--- config.mk ---
export PLATFORM = sky130hd
export DESIGN_NAME = ir_range_inverse_ema_filter
export DESIGN_NICKNAME = d
export VERILOG_FILES = /design/src/rtl/irf_pkg.sv /design/src/rtl/ir_range_inverse_ema_filter.sv /design/src/rtl/irf_ctrl.sv /design/src/rtl/irf_dp.sv
export SDC_FILE = /design/constraint.sdc
export NUM_CORES = 2
export LEC_CHECK = 0
export BUFFER_PORTS_ARGS = -buffer_cell sky130_fd_sc_hd__buf_2
export CORE_UTILIZATION = 40
export CTS_CLUSTER_SIZE = 20
export DETAILED_ROUTE_END_ITERATION = 6
export SYNTH_ARGS = -nofsm -noshare
export SYNTH_HDL_FRONTEND = slang
export SYNTH_SLANG_ARGS = --single-unit
--- constraint.sdc ---
create_clock -name clk -period 8.9 [get_ports clk]
set_input_delay 1.335 -clock clk [delete_from_list [all_inputs] [get_ports clk]]
set_output_delay 1.335 -clock clk [all_outputs]
set_load 0.1 [all_outputs]
--- src/rtl/irf_pkg.sv ---
// irf_pkg: shared types and constants of the infrared range filter
// controller state, command bundle, field widths and register indexes
// no dependencies
`timescale 1ns / 1ps

package irf_pkg;

  localparam int FRAC_BITS  = 16;

  localparam int RAW_W      = 16;
  localparam int SAMP_W     = 15;
  localparam int HEIGHT_W   = 32;
  localparam int WGT_W      = 17;
  localparam int OFF_W      = 32;
  localparam int SCALE_W    = 40;

  localparam int CFG_IDX_W  = 4;
  localparam int CFG_DATA_W = 40;

  localparam int DIV_STEPS  = SCALE_W;
  localparam int CNT_W      = $clog2(DIV_STEPS);

  localparam int unsigned WGT_ONE = 32'd1 << FRAC_BITS;

  localparam logic [CFG_IDX_W-1:0] REG_SMOOTHING_WEIGHT = CFG_IDX_W'(0);
  localparam logic [CFG_IDX_W-1:0] REG_DISTANCE_OFFSET  = CFG_IDX_W'(1);
  localparam logic [CFG_IDX_W-1:0] REG_DISTANCE_SCALE   = CFG_IDX_W'(2);
  localparam logic [CFG_IDX_W-1:0] REG_SAMPLE_FLOOR     = CFG_IDX_W'(3);

  localparam logic [WGT_W-1:0]   RST_SMOOTHING_WEIGHT = '0;
  localparam logic [OFF_W-1:0]   RST_DISTANCE_OFFSET  = OFF_W'(65536);
  localparam logic [SCALE_W-1:0] RST_DISTANCE_SCALE   = '0;
  localparam logic [SAMP_W-1:0]  RST_SAMPLE_FLOOR     = SAMP_W'(2000);

  typedef enum logic [2:0] {
    ST_IDLE,
    ST_DIV,
    ST_POST,
    ST_DIFF,
    ST_MUL,
    ST_ACC,
    ST_DONE
  } irf_state_t;

  typedef struct packed {
    logic load;
    logic div_step;
    logic post;
    logic diff;
    logic mul;
    logic acc;
    logic publish;
  } irf_cmd_t;

endpackage

--- src/rtl/ir_range_inverse_ema_filter.sv ---
// ir_range_inverse_ema_filter: top level of the infrared range filter
// holds the configuration registers and the result register
// depends on irf_pkg, irf_ctrl, irf_dp
`timescale 1ns / 1ps

//  channel   direction  handshake          payload
//  in_       input      in_valid/in_stall  raw_sample (16)
//  out_      output     out_valid/out_stall smoothed_height (32 s), clamped_sample (15)
//  cfg_      input      cfg_wr_en          cfg_index (4), cfg_wdata (40)
//
//  an item runs alone, with the input stalled, until the next acceptance: the accepting
//  cycle loads the operands, 40 steps of the one-bit-per-cycle restoring divider,
//  then offset add, difference, multiply and accumulate, plus the hand-off, which
//  writes the result register
//  the next item is accepted in the cycle after the hand-off has filled the output
//  register, even if the downstream side still stalls it; a finished item waits in
//  the hand-off state, with the input stalled, while the output register is stalled
//  rst_n is synchronous, active low; it clears the filter state and loads
//  the register reset values

module ir_range_inverse_ema_filter (
  input  logic                           clk,
  input  logic                           rst_n,
  input  logic                           in_valid,
  output logic                           in_stall,
  input  logic [irf_pkg::RAW_W-1:0]      in_raw_sample,
  output logic                           out_valid,
  input  logic                           out_stall,
  output logic [irf_pkg::HEIGHT_W-1:0]   out_smoothed_height,
  output logic [irf_pkg::SAMP_W-1:0]     out_clamped_sample,
  input  logic                           cfg_wr_en,
  input  logic [irf_pkg::CFG_IDX_W-1:0]  cfg_index,
  input  logic [irf_pkg::CFG_DATA_W-1:0] cfg_wdata
);
  import irf_pkg::*;

  // configuration registers
  logic [WGT_W-1:0]   weight_r;
  logic [OFF_W-1:0]   offset_r;
  logic [SCALE_W-1:0] scale_r;
  logic [SAMP_W-1:0]  floor_r;

  // result register
  logic                out_valid_r, out_valid_nxt;
  logic [HEIGHT_W-1:0] out_height_r;
  logic [SAMP_W-1:0]   out_samp_r;

  irf_cmd_t            cmd;
  logic                out_free;
  logic [HEIGHT_W-1:0] filt;
  logic [SAMP_W-1:0]   samp;

  // writes to an index past the last register fall through untouched
  always_ff @(posedge clk) begin
    if (!rst_n) begin
      weight_r <= RST_SMOOTHING_WEIGHT;
      offset_r <= RST_DISTANCE_OFFSET;
      scale_r  <= RST_DISTANCE_SCALE;
      floor_r  <= RST_SAMPLE_FLOOR;
    end else if (cfg_wr_en) begin
      case (cfg_index)
        REG_SMOOTHING_WEIGHT: weight_r <= cfg_wdata[WGT_W-1:0];
        REG_DISTANCE_OFFSET:  offset_r <= cfg_wdata[OFF_W-1:0];
        REG_DISTANCE_SCALE:   scale_r  <= cfg_wdata[SCALE_W-1:0];
        REG_SAMPLE_FLOOR:     floor_r  <= cfg_wdata[SAMP_W-1:0];
        default: ;
      endcase
    end
  end

  // the result register can take a new item when empty or being drained
  assign out_free = !out_valid_r || !out_stall;

  irf_ctrl u_ctrl (
    .clk      (clk),
    .rst_n    (rst_n),
    .in_valid (in_valid),
    .in_stall (in_stall),
    .out_free (out_free),
    .cmd      (cmd)
  );

  irf_dp u_dp (
    .clk              (clk),
    .rst_n            (rst_n),
    .cmd              (cmd),
    .raw_sample       (in_raw_sample),
    .smoothing_weight (weight_r),
    .distance_offset  (offset_r),
    .distance_scale   (scale_r),
    .sample_floor     (floor_r),
    .filt_o           (filt),
    .samp_o           (samp)
  );

  // valid is set by a hand-off and cleared once downstream takes the item
  always_comb begin
    out_valid_nxt = out_valid_r;
    if (cmd.publish) begin
      out_valid_nxt = 1'b1;
    end else if (!out_stall) begin
      out_valid_nxt = 1'b0;
    end
  end

  always_ff @(posedge clk) begin
    if (!rst_n) begin
      out_valid_r <= 1'b0;
    end else begin
      out_valid_r <= out_valid_nxt;
    end
  end

  // payload needs no reset
  always_ff @(posedge clk) begin
    if (cmd.publish) begin
      out_height_r <= filt;
      out_samp_r   <= samp;
    end
  end

  assign out_valid           = out_valid_r;
  assign out_smoothed_height = out_height_r;
  assign out_clamped_sample  = out_samp_r;

  a_no_overwrite: assert property (@(posedge clk) disable iff (!rst_n)
    !(cmd.publish && out_valid_r && out_stall))
    else $error("ir_range_inverse_ema_filter: result overwritten while stalled");

  a_valid_held: assert property (@(posedge clk) disable iff (!rst_n)
    (out_valid_r && out_stall) |=> out_valid_r)
    else $error("ir_range_inverse_ema_filter: stalled result dropped");

  a_payload_held: assert property (@(posedge clk) disable iff (!rst_n)
    (out_valid_r && out_stall) |=> ($stable(out_height_r) && $stable(out_samp_r)))
    else $error("ir_range_inverse_ema_filter: stalled payload changed");

endmodule

--- src/rtl/irf_ctrl.sv ---
// irf_ctrl: sequencer of the infrared range filter
// walks one item through load, divide, offset, difference, multiply, accumulate
// depends on irf_pkg
`timescale 1ns / 1ps

module irf_ctrl (
  input  logic             clk,
  input  logic             rst_n,
  input  logic             in_valid,
  output logic             in_stall,
  input  logic             out_free,
  output irf_pkg::irf_cmd_t cmd
);
  import irf_pkg::*;

  irf_state_t       state_r, state_nxt;
  logic [CNT_W-1:0] cnt_r, cnt_nxt;
  logic             div_last;

  assign div_last = (cnt_r == CNT_W'(DIV_STEPS - 1));

  always_ff @(posedge clk) begin
    if (!rst_n) begin
      state_r <= ST_IDLE;
      cnt_r   <= '0;
    end else begin
      state_r <= state_nxt;
      cnt_r   <= cnt_nxt;
    end
  end

  // next state
  always_comb begin
    state_nxt = state_r;
    cnt_nxt   = cnt_r;
    case (state_r)
      ST_IDLE: begin
        if (in_valid) begin
          state_nxt = ST_DIV;
          cnt_nxt   = '0;
        end
      end
      ST_DIV: begin
        cnt_nxt = cnt_r + CNT_W'(1);
        if (div_last) begin
          state_nxt = ST_POST;
        end
      end
      ST_POST: state_nxt = ST_DIFF;
      ST_DIFF: state_nxt = ST_MUL;
      ST_MUL:  state_nxt = ST_ACC;
      ST_ACC:  state_nxt = ST_DONE;
      ST_DONE: begin
        if (out_free) begin
          state_nxt = ST_IDLE;
        end
      end
      default: state_nxt = ST_IDLE;
    endcase
  end

  // outputs
  always_comb begin
    cmd      = '0;
    in_stall = 1'b1;
    case (state_r)
      ST_IDLE: begin
        in_stall = 1'b0;
        cmd.load = in_valid;
      end
      ST_DIV:  cmd.div_step = 1'b1;
      ST_POST: cmd.post     = 1'b1;
      ST_DIFF: cmd.diff     = 1'b1;
      ST_MUL:  cmd.mul      = 1'b1;
      ST_ACC:  cmd.acc      = 1'b1;
      ST_DONE: cmd.publish  = out_free;
      default: cmd = '0;
    endcase
  end

  a_cmd_onehot: assert property (@(posedge clk) disable iff (!rst_n)
    $onehot0(cmd))
    else $error("irf_ctrl: more than one command at once");

  a_load_starts_div: assert property (@(posedge clk) disable iff (!rst_n)
    cmd.load |=> (state_r == ST_DIV && cnt_r == '0))
    else $error("irf_ctrl: load did not start the divider");

  a_div_length: assert property (@(posedge clk) disable iff (!rst_n)
    (state_r == ST_DIV && div_last) |=> (state_r == ST_POST))
    else $error("irf_ctrl: divide phase ran past its last step");

endmodule

--- src/rtl/irf_dp.sv ---
// irf_dp: datapath of the infrared range filter
// clamp, restoring divider, offset add, smoothing multiply and accumulator
// depends on irf_pkg
`timescale 1ns / 1ps

module irf_dp (
  input  logic                          clk,
  input  logic                          rst_n,
  input  irf_pkg::irf_cmd_t             cmd,
  input  logic [irf_pkg::RAW_W-1:0]     raw_sample,
  input  logic [irf_pkg::WGT_W-1:0]     smoothing_weight,
  input  logic [irf_pkg::OFF_W-1:0]     distance_offset,
  input  logic [irf_pkg::SCALE_W-1:0]   distance_scale,
  input  logic [irf_pkg::SAMP_W-1:0]    sample_floor,
  output logic [irf_pkg::HEIGHT_W-1:0]  filt_o,
  output logic [irf_pkg::SAMP_W-1:0]    samp_o
);
  import irf_pkg::*;

  localparam int QS_W   = SCALE_W + 1;
  localparam int SUM_W  = QS_W + 1;
  localparam int DIFF_W = HEIGHT_W + 1;
  localparam int PROD_W = DIFF_W + WGT_W + 1;
  localparam int STEP_W = PROD_W - FRAC_BITS;
  localparam int ACC_W  = STEP_W + 1;

  logic [SAMP_W-1:0]          samp_r, samp_nxt;
  logic [SAMP_W-1:0]          dvs_r, dvs_nxt;
  logic [SAMP_W-1:0]          rem_r, rem_nxt;
  logic [SCALE_W-1:0]         quo_r, quo_nxt;
  logic                       neg_r, neg_nxt;
  logic [WGT_W-1:0]           wgt_r, wgt_nxt;
  logic signed [HEIGHT_W-1:0] raw_dist_r, raw_dist_nxt;
  logic signed [DIFF_W-1:0]   diff_r, diff_nxt;
  logic signed [PROD_W-1:0]   prod_r, prod_nxt;
  logic signed [HEIGHT_W-1:0] filt_r, filt_nxt;

  logic [SAMP_W-1:0]          clamped;
  logic [SAMP_W:0]            rem_shift;
  logic [SAMP_W:0]            trial;
  logic signed [QS_W-1:0]     qs;
  logic signed [SUM_W-1:0]    off_sum;
  logic signed [STEP_W-1:0]   step;
  logic signed [ACC_W-1:0]    acc_sum;

  // negative readings and readings under the floor are raised to it
  assign clamped = (raw_sample[RAW_W-1] || (raw_sample[SAMP_W-1:0] < sample_floor)) ?
                   sample_floor : raw_sample[SAMP_W-1:0];

  assign rem_shift = {rem_r, quo_r[SCALE_W-1]};
  assign trial     = rem_shift - {1'b0, dvs_r};

  assign qs      = neg_r ? -$signed({1'b0, quo_r}) : $signed({1'b0, quo_r});
  assign off_sum = {qs[QS_W-1], qs} +
                   {{(SUM_W - OFF_W){distance_offset[OFF_W-1]}}, distance_offset};

  assign step    = prod_r[PROD_W-1:FRAC_BITS];
  assign acc_sum = {{(ACC_W - HEIGHT_W){filt_r[HEIGHT_W-1]}}, filt_r} + {step[STEP_W-1], step};

  always_comb begin
    samp_nxt     = samp_r;
    dvs_nxt      = dvs_r;
    rem_nxt      = rem_r;
    quo_nxt      = quo_r;
    neg_nxt      = neg_r;
    wgt_nxt      = wgt_r;
    raw_dist_nxt = raw_dist_r;
    diff_nxt     = diff_r;
    prod_nxt     = prod_r;
    filt_nxt     = filt_r;
    if (cmd.load) begin
      samp_nxt = clamped;
      dvs_nxt  = (clamped == '0) ? SAMP_W'(1) : clamped;
      rem_nxt  = '0;
      neg_nxt  = distance_scale[SCALE_W-1];
      quo_nxt  = distance_scale[SCALE_W-1] ? (~distance_scale + SCALE_W'(1)) : distance_scale;
      // weights above one act as one
      if ({{(32 - WGT_W){1'b0}}, smoothing_weight} > WGT_ONE) begin
        wgt_nxt = WGT_W'(WGT_ONE);
      end else begin
        wgt_nxt = smoothing_weight;
      end
    end
    if (cmd.div_step) begin
      if (!trial[SAMP_W]) begin
        rem_nxt = trial[SAMP_W-1:0];
        quo_nxt = {quo_r[SCALE_W-2:0], 1'b1};
      end else begin
        rem_nxt = rem_shift[SAMP_W-1:0];
        quo_nxt = {quo_r[SCALE_W-2:0], 1'b0};
      end
    end
    if (cmd.post) begin
      if (off_sum[SUM_W-1:HEIGHT_W-1] != {(SUM_W - HEIGHT_W + 1){off_sum[SUM_W-1]}}) begin
        raw_dist_nxt = off_sum[SUM_W-1] ? {1'b1, {(HEIGHT_W-1){1'b0}}}
                                        : {1'b0, {(HEIGHT_W-1){1'b1}}};
      end else begin
        raw_dist_nxt = off_sum[HEIGHT_W-1:0];
      end
    end
    if (cmd.diff) begin
      diff_nxt = {raw_dist_r[HEIGHT_W-1], raw_dist_r} - {filt_r[HEIGHT_W-1], filt_r};
    end
    if (cmd.mul) begin
      // both operands sign extended to the full product width
      prod_nxt = PROD_W'(diff_r) * PROD_W'($signed({1'b0, wgt_r}));
    end
    if (cmd.acc) begin
      if (acc_sum[ACC_W-1:HEIGHT_W-1] != {(ACC_W - HEIGHT_W + 1){acc_sum[ACC_W-1]}}) begin
        filt_nxt = acc_sum[ACC_W-1] ? {1'b1, {(HEIGHT_W-1){1'b0}}}
                                    : {1'b0, {(HEIGHT_W-1){1'b1}}};
      end else begin
        filt_nxt = acc_sum[HEIGHT_W-1:0];
      end
    end
  end

  always_ff @(posedge clk) begin
    samp_r     <= samp_nxt;
    dvs_r      <= dvs_nxt;
    rem_r      <= rem_nxt;
    quo_r      <= quo_nxt;
    neg_r      <= neg_nxt;
    wgt_r      <= wgt_nxt;
    raw_dist_r <= raw_dist_nxt;
    diff_r     <= diff_nxt;
    prod_r     <= prod_nxt;
  end

  always_ff @(posedge clk) begin
    if (!rst_n) begin
      filt_r <= '0;
    end else begin
      filt_r <= filt_nxt;
    end
  end

  assign filt_o = filt_r;
  assign samp_o = samp_r;

endmodule

* Word level (Yosys, flattened, before mapping) *
Index checks and enable logic that the tools add are counted.

operators by class
  reduce and logical (&&, ||, !) cells = 15
  $lt $le $gt $ge = 2
  equality and inequality tests = 16
  bitwise logic cells = 1
  multiply operators = 1
  add/subtract/negate cells = 7
  mux-type cells = 29

operators with widths
  kind                                                    count
  two-way mux 32 bit                                      4
  two-way mux 40 bit                                      3
  two-way mux 15 bit                                      4
  multiplier 33 x 18 -> 51 bit                            1
  adder 41 x 32 -> 42 bit                                 1
  two-way mux 41 bit                                      1
  negation 40 -> 41 bit                                   1
  adder 40 x 1 -> 40 bit (second input constant)          1
  NOT 40 bit                                              1
  adder 32 x 35 -> 36 bit                                 1
  subtractor 32 x 32 -> 33 bit                            1
  case mux 3 bit (7 select lines)                         1
  greater-than comparator 17 bit (second input constant)  1
  subtractor 16 x 15 -> 16 bit                            1
  logical NOT 15 bit                                      1
  < comparator 15 bit                                     1
  case mux 6 bit (2 select lines)                         1
  two-way mux 1 bit                                       11
  inequality test 10 bit                                  1
  AND reduction 2 bit                                     5
  equality test 3 bit (second input constant)             3
  two-way mux 3 bit                                       3
  equality test 4 x 2 -> 1 bit (second input constant)    2
  adder 6 x 1 -> 6 bit (second input constant)            1
  other kinds (14)                                        20

storage, ports and cells
  output and inout bits = 49
  logic and storage cells = 90
  input bits = 65
  bits in registers = 412

* Logic depth before layout (Yosys ltp) *
  word-level depth = 5
  mapped depth = 26

* Modules after synthesis *
Synthesis repeated with hierarchy kept, for this count alone.

second synthesis, totals
  cell total of the unflattened synthesis = 4412
  area, all modules = 41604.9 um2

by module, submodules not included
  module                       seq. area each (um2)  area each (um2)  instances  cells an instance
  irf_dp                       6736.5                35634.2          1          3900
  ir_range_inverse_ema_filter  3513.4                5441.5           1          447
  irf_ctrl                     180.2                 529.3            1          65

* Least setup slack after synthesis *
Ideal clock, no wire load.

  path kind = register -> register
  start = register u_dp.wgt_r[11]
  end = register u_dp.prod_r[36], data pin
  cell stages (with the launch flop) = 25
  required time = 8642 ps
  slack = 2032 ps
  arrival time = 6610 ps
  buffers on the path = 2
  path through = edfxtp_1 > clkbuf_1 > clkbuf_1 > nand2_1 > fa_1 > inv_1 > fa_1 > fa_1 > fa_1 > fa_1 > inv_1 > fa_1 > inv_1 > ha_1 > a21o_1 > a21oi_1 > o21ai_0 > a21o_1 > or2_2 > o31a_1 > a211oi_1 > o21bai_1 > a221o_1 > a21oi_1 > xnor2_1

between the ends
  cells in the longest elaborated chain, start to end = 1

RTL lines
  element                       line           text
  from (decl)                   irf_dp.sv:32   logic [WGT_W-1:0] wgt_r, wgt_nxt;
  from (signal assigned)        irf_dp.sv:124  wgt_r <= wgt_nxt;
  multiplier 33 x 18 -> 51 bit  irf_dp.sv:106  prod_nxt = PROD_W'(diff_r) * PROD_W'($signed({1'b0, wgt_r}));
  to (signal assigned)          irf_dp.sv:127  prod_r <= prod_nxt;
  to (decl)                     irf_dp.sv:35   logic signed [PROD_W-1:0] prod_r, prod_nxt;

No other way between the ends.
A chain may end at the register's enable or synchronous reset.

* Worst setup path after layout *
  start = register u_dp.wgt_r[4]
  end = register u_dp.prod_r[50], data pin

Same word-level chain as after synthesis.

==> results.json <==
{
  "outcome": "completed",
  "r2r-end": "u_dp.prod_r[50]",
  "slew_violations": 0,
  "core_um2": 102000,
  "relSlewSlack_pct": 19.4,
  "syn_to_final_growth_pct": 8.60,
  "start_util_pct": 40.4,
  "first_pass_iters": 7,
  "post-cts-setup-buffers": 0,
  "grt_max_degree": 115,
  "muxShareOfSynthArea_pct": 0.529,
  "instances_no_fill": 5862,
  "grt_overflow_total": 0,
  "hp-class": "reg2reg",
  "syn_avg_cell_area_um2": 9.28,
  "grt_usage_pct": 20.4,
  "clock_latency_ns": 0.58,
  "synth-compound-area-share_pct": 12.0,
  "hold_buffers": 0,
  "drt_wl_total_mm": 103,
  "holdPathStages": 0,
  "r2r_start": "u_dp.wgt_r[4]",
  "worstSetupStartpointType": "flip-flop",
  "hold_viol": 0,
  "nets": 5320,
  "cts_tree": "done",
  "setup_tns_ns": 0,
  "yosys.area.top_type": "fa_1",
  "dp_hpwl_mm": 80.5,
  "ant_nets": 0,
  "syn_nets": 5290,
  "fin_crit_sh_pct": 92.3,
  "dieArea_um2": 104000,
  "fill_cells": 10100,
  "viasPerCell": 5.09,
  "gp_congestion": 0.879,
  "hold_start": "u_dp.samp_o[12]",
  "synth_top_family_by_area": "adder cells",
  "drt-initial-drc-count": 1621,
  "tightest_slew_ns": 1.21,
  "rrSetupSlack_ns": 0.68,
  "htree_levels": 2,
  "critPathCaptureType": "flip-flop",
  "worstSetupPathType": "reg2reg",
  "ys_seq_area_share_pct": 25.4,
  "pin_count": 114,
  "vias": 29800,
  "synthAdderAreaFrac_pct": 34.0,
  "io_buffers": 113,
  "dpl.cell_count": 5784,
  "cts_max_path_buffers": 3,
  "syn_area_um2": 41100,
  "wl_met2_mm": 46.3,
  "wl_per_cell_um": 17.6,
  "ys_async_sr_fraction_pct": 0,
  "period_needed_ns": 8.22,
  "cts_root_buf": "clkbuf_16",
  "netlist.area_leader.share_pct": 26.2,
  "synth_edf_count": 250,
  "rsz0062_at_grt": "false",
  "wl_met3_mm": 6.33,
  "dieWidth_um": 323,
  "diodes": 0,
  "syn_inst": 4430,
  "numCtsBuffers": 42,
  "grt_pass1_vias": 30600,
  "grt_pass1_wl_mm": 168,
  "worst-r2r-cell-count": 22,
  "drive_gt1_share_pct": 6.10,
  "clock-sinks": 396,
  "top_layer_used": "met4",
  "placementRows": 117,
  "postPlaceCellArea_um2": 43200,
  "cts_resized": 0,
  "maxCapViolCount": 0,
  "drc": 0,
  "worstPathMaxFanout": 23,
  "yosysMostFrequentCell": "nand2_1",
  "fin_skew_ns": 0.0303,
  "synth_xor_area_share_pct": 4.56,
  "synthSimpleGateAreaFrac_pct": 15.5,
  "ys_ff_latch": 396,
  "timing.fmax_ghz": 0.122,
  "critical_path_arrival_ns": 8.53,
  "min_to": "out_clamped_sample[12]",
  "wl_met1_mm": 48.5,
  "stdcell_area_um2": 44700,
  "antenna_found_initial": 1,
  "setup_viol_count_final": 0,
  "synth_area_leaders": "fa_1 26%, edfxtp_1 18%, ha_1 7.8%",
  "ys_top_cells_by_count": "720 x nand2_1, 712 x inv_1, 538 x fa_1, 257 x ha_1, 250 x edfxtp_1",
  "die_h_um": 323,
  "cts.reportedPaths.clkPinSlew_ns": 0.07,
  "ys.flop_type": "edfxtp_1",
  "required_ns": 9.21,
  "yosysWarnings": 0,
  "ys_types": 74
}
==> kinds of logic after synthesis <==
kind of cell,Yosys count
mux,21
buf+inv,884
fa+ha+maj,795
simple gates,1349
xor+xnor,214
flops,396
compound gates,771
==> state kept, by name (all words and copies together) (netlist names), 17 cells and up <==
signal	count
scale_r	40
weight_r	17
u_dp.diff_r	33
u_dp.filt_o	32
u_dp.quo_r	40
offset_r	32
u_dp.raw_dist_r	32
u_dp.wgt_r	17
out_smoothed_height	32
u_dp.prod_r	35
==> final cells by class <==
class / count / area [um2] / share of cell area [%]
multi-input combinational: 3150 / 27400 / 61.4
sequential: 396 / 10400 / 23.4
inverter: 712 / 2670 / 5.98
tap: 1368 / 1710 / 3.83
clock buffer: 56 / 1200 / 2.68
timing repair buffer: 158 / 918 / 2.06
clock inverter: 22 / 299 / 0.670
==> routing by layer <==
| layer | up-vias | global-route usage [%] |
|---|---|---|
| met5 | - | 0 |
| met4 | 0 | 4.78 |
| met3 | 125 | 3.44 |
| met2 | 707 | 32.6 |
| met1 | 14600 | 28.9 |
| li1 | 14400 | - |
==> worst max-delay path by stage <==
| stage | startpoint | endpoint | slack [ns] | cells past startpoint |
|---|---|---|---|---|
| floorplan | u_dp.wgt_r[11] | u_dp.prod_r[36] | 2.03 | 24 |
| CTS | u_dp.wgt_r[4] | u_dp.prod_r[50] | 0.70 | 22 |
| global placement | u_dp.wgt_r[5] | u_dp.prod_r[50] | 0.83 | 22 |
| global route | u_dp.wgt_r[4] | u_dp.prod_r[50] | 0.31 | 22 |
| detailed placement | u_dp.wgt_r[4] | u_dp.prod_r[50] | 0.75 | 22 |
| finish | u_dp.wgt_r[4] | u_dp.prod_r[50] | 0.68 | 22 |
==> worst max-delay path: stages, from the launching register on <==
cell	delay (ns)
edfxtp_1	1.16
nand2_1	0.18
fa_1	0.58
fa_1	0.44
fa_1	0.51
inv_1	0.05
fa_1	0.48
fa_1	0.56
inv_1	0.06
fa_1	0.53
inv_1	0.04
ha_1	0.34
nand3_1	0.13
nor2_1	0.15
nand2_1	0.06
nor3_1	0.44
o211ai_1	0.27
a211oi_1	0.63
o21ai_0	0.25
o21ai_0	0.47
a211oi_1	0.19
o31a_1	0.33
xnor2_1	0.12
==> through the flow <==
stage / setup WS, ns / utilization, % / hold slack, ns
6_report: 0.682 / 43.8 / 0.424
5_1_grt: 0.314 / 43.8 / 0.426
4_1_cts: 0.697 / 43.8 / 0.422
3_5_place_dp: 0.746 / 42.4 / 0.405
3_3_place_gp: 0.826 / 42.4 / 0.406
2_1_floorplan: 2.03 / - / 0.400
==> cells in the final DEF (no fill, tap or decap), drive strengths merged, types with 39 or more instances in the layout <==
cell type / count
a21o: 69
inv: 715
ha: 257
nand2: 720
nor2: 111
xor2: 72
a21oi: 161
fa: 538
edfxtp: 250
a21boi: 106
nor3: 39
xnor2: 142
nand3: 42
buf: 158
nor2b: 44
and2: 239
o21ai: 232
clkbuf: 56
dfxtp: 146
Power is not shown: default switching activity piles up to over one toggle a cycle in this logic, so the estimate is an artifact.
